$ cat config.mk
export PLATFORM = sky130hd
export DESIGN_NAME = pfhl_ctrl
export DESIGN_NICKNAME = d
export VERILOG_FILES = /design/src/hdl/pfhl_pkg.sv /design/src/hdl/pfhl_ctrl.sv
export SDC_FILE = /design/constraint.sdc
export NUM_CORES = 1
export LEC_CHECK = 0
export ABC_AREA = 0
export ABC_CLOCK_PERIOD_IN_PS = 2300
export BUFFER_PORTS_ARGS = -buffer_cell sky130_fd_sc_hd__buf_2
export CORE_AREA = 2 2 39 41
export DETAILED_ROUTE_END_ITERATION = 8
export DIE_AREA = 0 0 41 43
export PLACE_DENSITY = 0.57
export SYNTH_ARGS = -nofsm -noshare
export SYNTH_HDL_FRONTEND = slang
export SYNTH_SLANG_ARGS = --single-unit
$ cat constraint.sdc
create_clock -name clk_i -period 2.3 [get_ports clk_i]
set_input_delay 0.345 -clock clk_i [delete_from_list [all_inputs] [get_ports clk_i]]
set_output_delay 0.345 -clock clk_i [all_outputs]
set_load 0.01 [all_outputs]
$ cat src/hdl/pfhl_pkg.sv
`timescale 1ns / 1ps

package pfhl_pkg;

  localparam int TABLE_BITS   = 10;
  localparam int SLOT_COUNT   = 1 << TABLE_BITS;
  localparam int MAX_DISTINCT = 1024;
  localparam int CNT_W        = $clog2(MAX_DISTINCT + 1);

  localparam logic [15:0] TOL_RESET = 16'd168;

  localparam logic [7:0] CLASS_FIRST  = 8'h01;
  localparam logic [7:0] CLASS_SECOND = 8'h02;

  typedef enum logic [2:0] {
    ST_INSERTED = 3'd0,
    ST_MERGED   = 3'd1,
    ST_DUPLICATE = 3'd2,
    ST_MISMATCH = 3'd3,
    ST_FULL     = 3'd4
  } status_e;

  typedef struct packed {
    logic    clr;
    logic    load;
    logic    rd;
    logic    step;
    logic    calc_diff;
    logic    insert;
    logic    merge;
    logic    emit;
    logic    slot_zero;
    status_e code;
  } cmd_t;

  typedef struct packed {
    logic clr_last;
    logic id_zero;
    logic cat;
    logic key_empty;
    logic key_match;
    logic probe_last;
    logic in_tol;
  } sts_t;

endpackage

$ cat src/hdl/pfhl_ctrl.sv
`timescale 1ns / 1ps

module pfhl_ctrl import pfhl_pkg::*; (
  input  logic clk_i,
  input  logic rst_ni,
  input  logic start,
  output logic busy,
  input  sts_t sts_i,
  output cmd_t cmd_o
);

  typedef enum logic [4:0] {
    S_CLEAR  = 5'b00001,
    S_IDLE   = 5'b00010,
    S_READ   = 5'b00100,
    S_CHECK  = 5'b01000,
    S_TOLCHK = 5'b10000
  } state_e;

  state_e state_q, state_d;

  always_ff @(posedge clk_i or negedge rst_ni) begin
    if (!rst_ni) begin
      state_q <= S_CLEAR;
    end else begin
      state_q <= state_d;
    end
  end

  assign busy = (state_q != S_IDLE);

  always_comb begin
    state_d = state_q;
    cmd_o   = '0;
    cmd_o.code = ST_INSERTED;
    unique case (state_q)
      S_CLEAR: begin
        cmd_o.clr = 1'b1;
        if (sts_i.clr_last) state_d = S_IDLE;
      end
      S_IDLE: begin
        if (start) begin
          cmd_o.load = 1'b1;
          if (sts_i.id_zero) begin
            cmd_o.emit      = 1'b1;
            cmd_o.slot_zero = 1'b1;
            cmd_o.code      = ST_DUPLICATE;
          end else begin
            state_d = S_READ;
          end
        end
      end
      S_READ: begin
        cmd_o.rd = 1'b1;
        state_d  = S_CHECK;
      end
      S_CHECK: begin
        if (sts_i.key_empty) begin
          cmd_o.insert = 1'b1;
          cmd_o.emit   = 1'b1;
          cmd_o.code   = ST_INSERTED;
          state_d      = S_IDLE;
        end else if (sts_i.key_match) begin
          if (!sts_i.cat) begin
            cmd_o.emit = 1'b1;
            cmd_o.code = ST_DUPLICATE;
            state_d    = S_IDLE;
          end else begin
            cmd_o.calc_diff = 1'b1;
            state_d         = S_TOLCHK;
          end
        end else if (sts_i.probe_last) begin
          cmd_o.emit      = 1'b1;
          cmd_o.slot_zero = 1'b1;
          cmd_o.code      = ST_FULL;
          state_d         = S_IDLE;
        end else begin
          cmd_o.step = 1'b1;
          state_d    = S_READ;
        end
      end
      S_TOLCHK: begin
        cmd_o.emit = 1'b1;
        if (sts_i.in_tol) begin
          cmd_o.merge = 1'b1;
          cmd_o.code  = ST_MERGED;
        end else begin
          cmd_o.code = ST_MISMATCH;
        end
        state_d = S_IDLE;
      end
      default: state_d = S_CLEAR;
    endcase
  end

endmodule

==> results.md, run 1 <==
- Status: complete, no violations
- Vias in the first global route: just under 400
- Core Box Area: between 1000 and 1500 um^2
- Synth top cells by count: 5 x nor2_1, 4 x dfrtp_1, 4 x inv_1, 4 x nor3_1
- Main area contributors after synthesis: dfrtp_1 24%, o32ai_4 6.7%, dfstp_2 6.4%
- Port Buffers: 22
- Initial antenna violation count: 0
- Power consumption: ~0.43 mW
- Max Cap Viol: 0
- I/O pin total: 23
- Area leader, netlist: dfrtp_1
- Design area: about 570 um^2
- Top-area cell type share of the netlist area: 24.24%
- DP HPWL: 784.9 um
- Pwr dens: about 760 nW/um^2
- Worst VDD drop: 0.3238 mV
- Worst-Margin Slew: approximately 0.47 ns
- Async SR Flop Fraction: 100.0%
- Multi-input gate area: about 260 um^2
- Clk_skew: 0.001702 ns
- Antenna Cells: 0
- Worst setup EP type: primary output
- Regs by FF count: state_q (5)
- Hold Crit Class: input port to flip-flop
- Clock Pin Slew Worst Setup and Hold Paths: 0.04 ns
- Final hold vios: 0
- Total grt overflow: 0
- Min Hold Slack: approximately 0.36 ns
- Crit path time final: 2.165 ns
- Max-slew violations: 0
- Hold Path Stages: 2
- Drt drc: 0
- TritonRoute pass-1 iters: 4
- Setup tns final: 0 ns
- Count leader, synth: nor2_1
- CP Class: flip-flop to primary output
- Fillers: ~140
- Post-layout util: between 40% and 50%
- Final Cycle Share: between 90% and 100%
- Final wirelength: around 910 um
- CTS Sinks: 5
- Reg2Reg Setup Slack: approximately 0.69 ns
- CTS Buf Count: 3
- Dpl cells: 85
- FF-to-FF path depth: 3
- RR Endpoint: state_q[1]
- Layout cells sized above 1: between 40% and 50%
- Largest register FFs: 5
- Yosys Warn Count: 0
- Die width: between 40 and 50 um
- Die ar.: 1763 um^2
- Startpoint types: flip-flop
- Cells after Synth: 49
- DR iter-0 viols: 4
- R2r startpoint: state_q[0]
- Dpl ws: roughly 0.3 ns
- Largest net degree at the start of global routing: 9
- CTS Buffer Depth: 2
- Fmax: ~460 MHz
- Detailed-route vias per instance: 4.822
- Fin worst setup slack: about 0.13 ns
- Syn_nets: 59
- RSZ-0062 raised after global routing: false
- Crit Path Max Fanout: 7
- Post-CTS Setup Bufs: 0
- DP Area: around 530 um^2
- Gr usage total: approximately an eighth
- Final Non-Filler Cells: 90
- Clk_lat worst skew: roughly 0.24 ns
- Area Overhead vs Synth: 38.48%
- CTS root buffer: clkbuf_4
- Reg area: approximately 130 um^2
- H-tree depth: 1
- Seq cells post-synth: 5
- Top FF cell, synth: dfrtp_1
- Final #Nets: 85
- Worst EP required: slightly below 2 ns
- WP data arrival: about 1.8 ns
- Initial Util: between 20% and 30%
- Seq/Total Area, Yosys: a little under a third
- Post-synth EDFFs: 0
- First-pass GRT wire length: around 1500 um
- Wire per inst: approximately 10 um
- Die height: 43 um
- Leakage dissipation: ~0.29 nW
- Netlist cell types: 28
- Placer Congestion: between 0.6 and 0.7
- # rows: 14
- Hold path start: sts_i[5]
- Syn_area_per_cell: approximately 8.4 um^2
- Relative slew slack: 68.68%
- TritonCTS clock tree: built
- Biggest register: state_q
- Vias: about 430
- Final ANT Viol Nets: 0
- Worst hold endpoint: state_q[2]
- Final setup violation count: 0
- Post-Syn Area: about 410 um^2
## cells in the final DEF, fill, tap and decap left out, types with 2 or more instances in the layout
cell type | Yosys | routed
buf_2 | 1 | 22
nor4_1 | 2 | 2
nand2b_1 | 3 | 3
nor3b_1 | 2 | 2
nand3_1 | 2 | 2
nor2_1 | 5 | 5
dfrtp_1 | 4 | 4
clkbuf_4 | 0 | 3
nand2_1 | 3 | 3
inv_1 | 4 | 4
nor3_1 | 4 | 4
## cell families (layout without fill, tap and decap cells)
logic type / count (synthesis) / in the layout / synth area share, %
compound gates: 7 / 7 / 19.39
buf+inv: 7 / 32 / 8.482
simple gates: 28 / 28 / 37.28
xor+xnor: 2 / 2 / 4.243
flops: 5 / 5 / 30.61
## cell type report
| class | instances | area share (%) |
|---|---|---|
| flip-flops and latches | 5 | 22.10 |
| inverters | 4 | 2.626 |
| clock buffers | 4 | 4.595 |
| multi-input cells | 37 | 44.86 |
| well taps | 16 | 3.501 |
| repair buffers | 24 | 22.32 |
## power by group
part	internal [mW]	leakage, nW	switching (mW)
registers	0.113	0.0646	0.0310
clock network	0.0654	0.0150	0.0329
logic	0.0935	0.208	0.0964
total	0.272	0.288	0.160
## metal layers
metal | part of all wire [%] | vias to the layer above | track usage [%]
met5 | 0 | - | 0
met4 | 0 | 0 | 8.000
met3 | 3.4 | 0 | 3.141
met2 | 54 | 5 | 19.38
met1 | 42 | 202 | 15.18
li1 | - | 227 | -
## worst max-delay path by stage
stage | start | endpoint | slack (ns)
floorplan | state_q[1] | cmd_o[8] | 0.30
global placement | state_q[1] | cmd_o[1] | 0.34
detailed placement | state_q[1] | cmd_o[1] | 0.30
CTS | state_q[1] | cmd_o[1] | 0.03
global route | state_q[1] | cmd_o[1] | 0.02
finish | state_q[1] | cmd_o[1] | 0.13
## repair_timing
| item | 4_1_cts | 5_1_grt |
|---|---|---|
| resized for setup | 0 | 1 |
| hold endpoints to repair | 4 | 0 |
| hold buffers | 1 | 0 |
| setup endpoints to repair | 0 | 5 |
## worst max-delay path: stages (launching register included)
cell      delay [ns]
dfrtp_1         0.44
or3_1           0.39
or3_4           0.43
o221ai_2        0.16
buf_2           0.15
Note: power is estimated with default switching activity, not from simulation.
==> run 2, diff against run 1 <==
Settings changed: REMOVE_ABC_BUFFERS set to 1.
==> results.md, run 2 (synthesized netlist as in run 1, its figures left out) <==
- Status: complete, no violations
- RR Endpoint: state_q[2]
- Vias: between 400 and 500
- CTS Sinks: 5
- CP Class: flip-flop to primary output
- Hold path start: sts_i[5]
- Gr usage total: 12.01%
- Switching pwr: 0.1569 mW
- Largest register FFs: 5
- Setup tns final: 0 ns
- Vias in the first global route: around 370
- # rows: 14
- Post-CTS Setup Bufs: 0
- Crit path time final: approximately 2.2 ns
- R2r startpoint: state_q[1]
- Layout cells sized above 1: a little over two fifths
- Die width: 41 um
- Pwr dens: approximately 750 nW/um^2
- TritonRoute pass-1 iters: 4
- DP HPWL: about 830 um
- Dpl cells: 84
- Regs by FF count: state_q (5)
- Biggest register: state_q
- Clock share of power: between 20% and 30%
- Area Overhead vs Synth: 37.88%
- Crit Path Max Fanout: 7
- Core Box Area: ~1400 um^2
- Total grt overflow: 0
- Comb pwr share: about 44%
- Die ar.: between 1500 and 2000 um^2
- Clk_lat worst skew: 0.23 ns
- Final hold vios: 0
- Final setup violation count: 0
- Fillers: 160
- Fin worst setup slack: between 0.1 and 0.15 ns
- Final Non-Filler Cells: 89
- Clock Pin Slew Worst Setup and Hold Paths: 0.04 ns
- CTS root buffer: clkbuf_4
- Max-slew violations: 0
- CTS Buffer Depth: 2
- Worst setup EP type: primary output
- Power consumption: between 0.4 and 0.5 mW
- Sequential share of power: between 30% and 40%
- Die height: between 40 and 50 um
- DP Area: approximately 520 um^2
- Leakage dissipation: between 0.2 and 0.3 nW
- First-pass GRT wire length: 1407 um
- Design area: 569.3 um^2
- Hold Path Stages: 2
- Port Buffers: 22
- Post-layout util: between 40% and 50%
- Max Cap Viol: 0
- Initial Util: between 20 and 30%
- Largest net degree at the start of global routing: 9
- Wire per inst: ~11 um
- Clk_skew: about 0.00039 ns
- Final ANT Viol Nets: 0
- Worst hold endpoint: state_q[2]
- Placer Congestion: 0.6788
- I/O pin total: 23
- Detailed-route vias per instance: 4.978
- Most frequent cells in the layout: 22 x buf_2, 5 x nor2_1, 4 x nor3_1, 4 x inv_1, 4 x dfrtp_1
- Min Hold Slack: between 0.3 and 0.4 ns
- TritonCTS clock tree: built
- Drt drc: 0
- Initial antenna violation count: 0
- CTS Buf Count: 3
- Multi-input gate area: 261.5 um^2
- Final #Nets: 84
- Fmax: about 460 MHz
- Dpl ws: approximately 0.22 ns
- Antenna Cells: 0
- Commonest non-fill, non-tap cell in the layout: buf_2
- Relative slew slack: a little over two thirds
- Reg2Reg Setup Slack: approximately 0.70 ns
- Reg area: 126.4 um^2
- Final Cycle Share: 95.11%
- Hold Crit Class: input port to flip-flop
- FF-to-FF path depth: 3
- WP data arrival: between 1.5 and 2 ns
- Final wirelength: 985 um
- RSZ-0062 raised after global routing: false
- Worst VDD drop: 0.4430 mV
- DR iter-0 viols: 8
- H-tree depth: 1
- Worst EP required: roughly 2 ns
- Startpoint types: flip-flop
- Net Sw Frac: 36.76%
- Power Internal: 0.2700 mW
- Worst-Margin Slew: about 0.44 ns
==> run 2: worst max-delay path by stage <==
stage	cells after the start	start	end	slack, ns
after CTS	4	state_q[1]	cmd_o[1]	0.05
final	4	state_q[1]	cmd_o[1]	0.11
after detailed placement	4	state_q[1]	cmd_o[1]	0.22
after global routing	4	state_q[1]	cmd_o[1]	0.05
after floorplan	3	state_q[1]	cmd_o[8]	0.33
after global placement	4	state_q[1]	cmd_o[1]	0.24
==> run 2: power by group through the flow <==
| stage | Sequential, mW | Combinational, mW | Clock [mW] |
|---|---|---|---|
| 6_report | 0.144 | 0.187 | 0.0967 |
| 2_1_floorplan | 0.138 | 0.124 | 0 |
| 3_5_place_dp | 0.144 | 0.179 | 0 |
| 4_1_cts | 0.143 | 0.182 | 0.103 |
| 3_3_place_gp | 0.143 | 0.177 | 0 |
| 5_1_grt | 0.149 | 0.203 | 0.108 |
==> run 2: layout make-up <==
class	instances	area share (%)
sequential	5	22.20
inverter	4	2.637
clock buffer	4	4.615
multi-input combinational	37	45.93
tap	16	3.516
timing repair buffer	23	21.10
==> run 2: critical path, stage by stage, from the launching register on <==
cell,delay (ns)
dfrtp_1,0.43
or3_4,0.42
or3_4,0.44
o221ai_2,0.16
buf_2,0.15
==> run 2: repair_timing <==
| item | CTS | global route |
|---|---|---|
| hold endpoints to repair | 4 | 0 |
| pin swaps | 0 | 0 |
| setup endpoints to repair | 3 | 2 |
| hold buffers | 1 | 0 |
| gates resized for setup | 1 | 1 |
| gates cloned | 0 | 0 |
==> run 2: metal layers <==
| metal | vias to the layer above | GRT usage (%) | share of wire [%] |
|---|---|---|---|
| li1 | 226 | - | - |
| met1 | 195 | 13.73 | 40 |
| met2 | 20 | 19.06 | 50 |
| met3 | 2 | 2.094 | 8.7 |
| met4 | 0 | 8.000 | 0.71 |
| met5 | - | 0 | 0 |
==> run 3, diff against run 2 <==
Settings changed: SETUP_SLACK_MARGIN set to 0.15.
==> results.md, run 3 (synthesized netlist as in run 1, its figures left out) <==
- Status: complete, no violations
- DP HPWL: 830.3 um
- First-pass GRT wire length: about 1500 um
- CTS Buf Count: 3
- Final setup violation count: 0
- Worst VDD drop: slightly below 0.4 mV
- Die ar.: between 1500 and 2000 um^2
- Die height: ~43 um
- Clk_lat worst skew: around 0.23 ns
- Gr usage total: between 10% and 20%
- CTS root buffer: clkbuf_4
- CP endpoint: cmd_o[1]
- CP dominant cell by count: or3_4
- Min Hold Slack: roughly 0.35 ns
- Commonest non-fill, non-tap cell in the layout: buf_2
- Clk_skew: ~0.00044 ns
- Regs by FF count: state_q (5)
- Largest net degree at the start of global routing: 9
- CTS Buffer Depth: 2
- TritonRoute pass-1 iters: 4
- Placer Congestion: slightly below 0.7
- Initial antenna violation count: 0
- Critical path origin: state_q[0]
- Setup tns final: 0 ns
- Startpoint types: flip-flop
- Dpl cells: 84
- CP Class: flip-flop to primary output
- # rows: 14
- Critical path's largest stage delay: 0.42 ns
- Relative slew slack: a little over two thirds
- H-tree depth: 1
- Crit path time final: between 2 and 2.5 ns
- Vias in the first global route: just under 400
- Most frequent cells in the layout: 22 x buf_2, 5 x nor2_1, 4 x nor3_1, 4 x inv_1
- FF-to-FF path depth: 4
- Final Cycle Share: between 90% and 100%
- Reg2Reg Setup Slack: 0.63 ns
- Antenna Cells: 0
- Fillers: 160
- Fmax: 473.4 MHz
- Worst-Margin Slew: 0.4423 ns
- Final #Nets: between 80 and 90
- Port Buffers: 22
- Vias: 460
- Pwr dens: ~740 nW/um^2
- TritonCTS clock tree: built
- WP data arrival: approximately 1.8 ns
- Hold Crit Class: input port to flip-flop
- Biggest register: state_q
- Power consumption: roughly 0.44 mW
- Area Overhead vs Synth: 43.94%
- Worst setup EP type: primary output
- Core Box Area: 1384 um^2
- Worst path cell trace: or3_4 -> or3_4 -> o221ai_2 -> buf_2
- Worst path slowest cell: or3_4
- CTS Sinks: 5
- Worst EP required: roughly 2.0 ns
- I/O pin total: 23
- Clock Pin Slew Worst Setup and Hold Paths: 0.04 ns
- Wire per inst: roughly 11 um
- DR iter-0 viols: 8
- Final hold vios: 0
- Largest register FFs: 5
- Drt drc: 0
- R2r startpoint: state_q[0]
- Max-slew violations: 0
- Final wirelength: slightly above 1000 um
- RSZ-0062 raised after global routing: true
- Final Non-Filler Cells: 92
- Initial Util: 29.84%
- Final ANT Viol Nets: 0
- Die width: approximately 41 um
- Max Cap Viol: 0
- Detailed-route vias per instance: 5.000
- RR Endpoint: state_q[2]
- Crit Path Max Fanout: 6
- Layout cells sized above 1: 47.37%
- Total grt overflow: 0
- Leakage dissipation: around 0.30 nW
-- run 3: how the worst min path moves through the flow --
stage	start	end	slack [ns]	cells past startpoint
3_3_place_gp	rst_ni	state_q[3]	0.16	1
6_report	sts_i[5]	state_q[2]	0.35	2
4_1_cts	sts_i[5]	state_q[2]	0.34	2
5_1_grt	sts_i[5]	state_q[2]	0.35	2
3_5_place_dp	rst_ni	state_q[3]	0.16	1
2_1_floorplan	rst_ni	state_q[1]	0.05	0
-- run 3: stage by stage --
stage	utilization (%)	instance area, um^2	setup WS [ns]
finish	42.95	594.3	0.1875
CTS	42.95	594.3	0.1543
floorplan	-	392.9	0.3260
detailed placement	37.79	523.0	0.2188
global placement	37.79	523.0	0.2434
global route	42.95	594.3	0.1356
-- run 3: repair_timing --
item | CTS | global route
setup buffers | 3 | 0
hold buffers | 1 | 0
setup endpoints to repair | 5 | 5
pin swaps | 1 | 1
resized for setup | 4 | 0
endpoints found under the hold margin | 4 | 0
-- run 3: power by group --
part / total, mW / internal [mW] / switching, mW
combinational: 0.211 / 0.102 / 0.108
sequential: 0.135 / 0.115 / 0.0200
clock: 0.0966 / 0.0653 / 0.0313
-- run 3: worst max-delay path: cells and delay by family, from the launching register on --
family / cells / cell delay, ns
buffers and inverters: 1 / 0.15
AOI/OAI and AO/OA: 1 / 0.16
and+or+nand+nor: 2 / 0.84
DFF: 1 / 0.38
-- run 3: cell type report --
cell class                 count  area (um^2)  area share [%]
clock buffer                   4        26.28           4.421
sequential                     5        128.9           21.68
multi-input combinational     37        261.5           44.00
tap                           16        20.02           3.368
inverter                       4        15.01           2.526
timing repair buffer          26        142.6           24.00
-- run 3: layer usage --
layer | GRT usage, % | part of all wire (%) | wire, um
met5 | 0 | 0 | 0
met4 | 8.000 | 0 | 0
met3 | 2.094 | 8.7 | 90
met2 | 20.63 | 53 | 543
met1 | 14.05 | 38 | 395
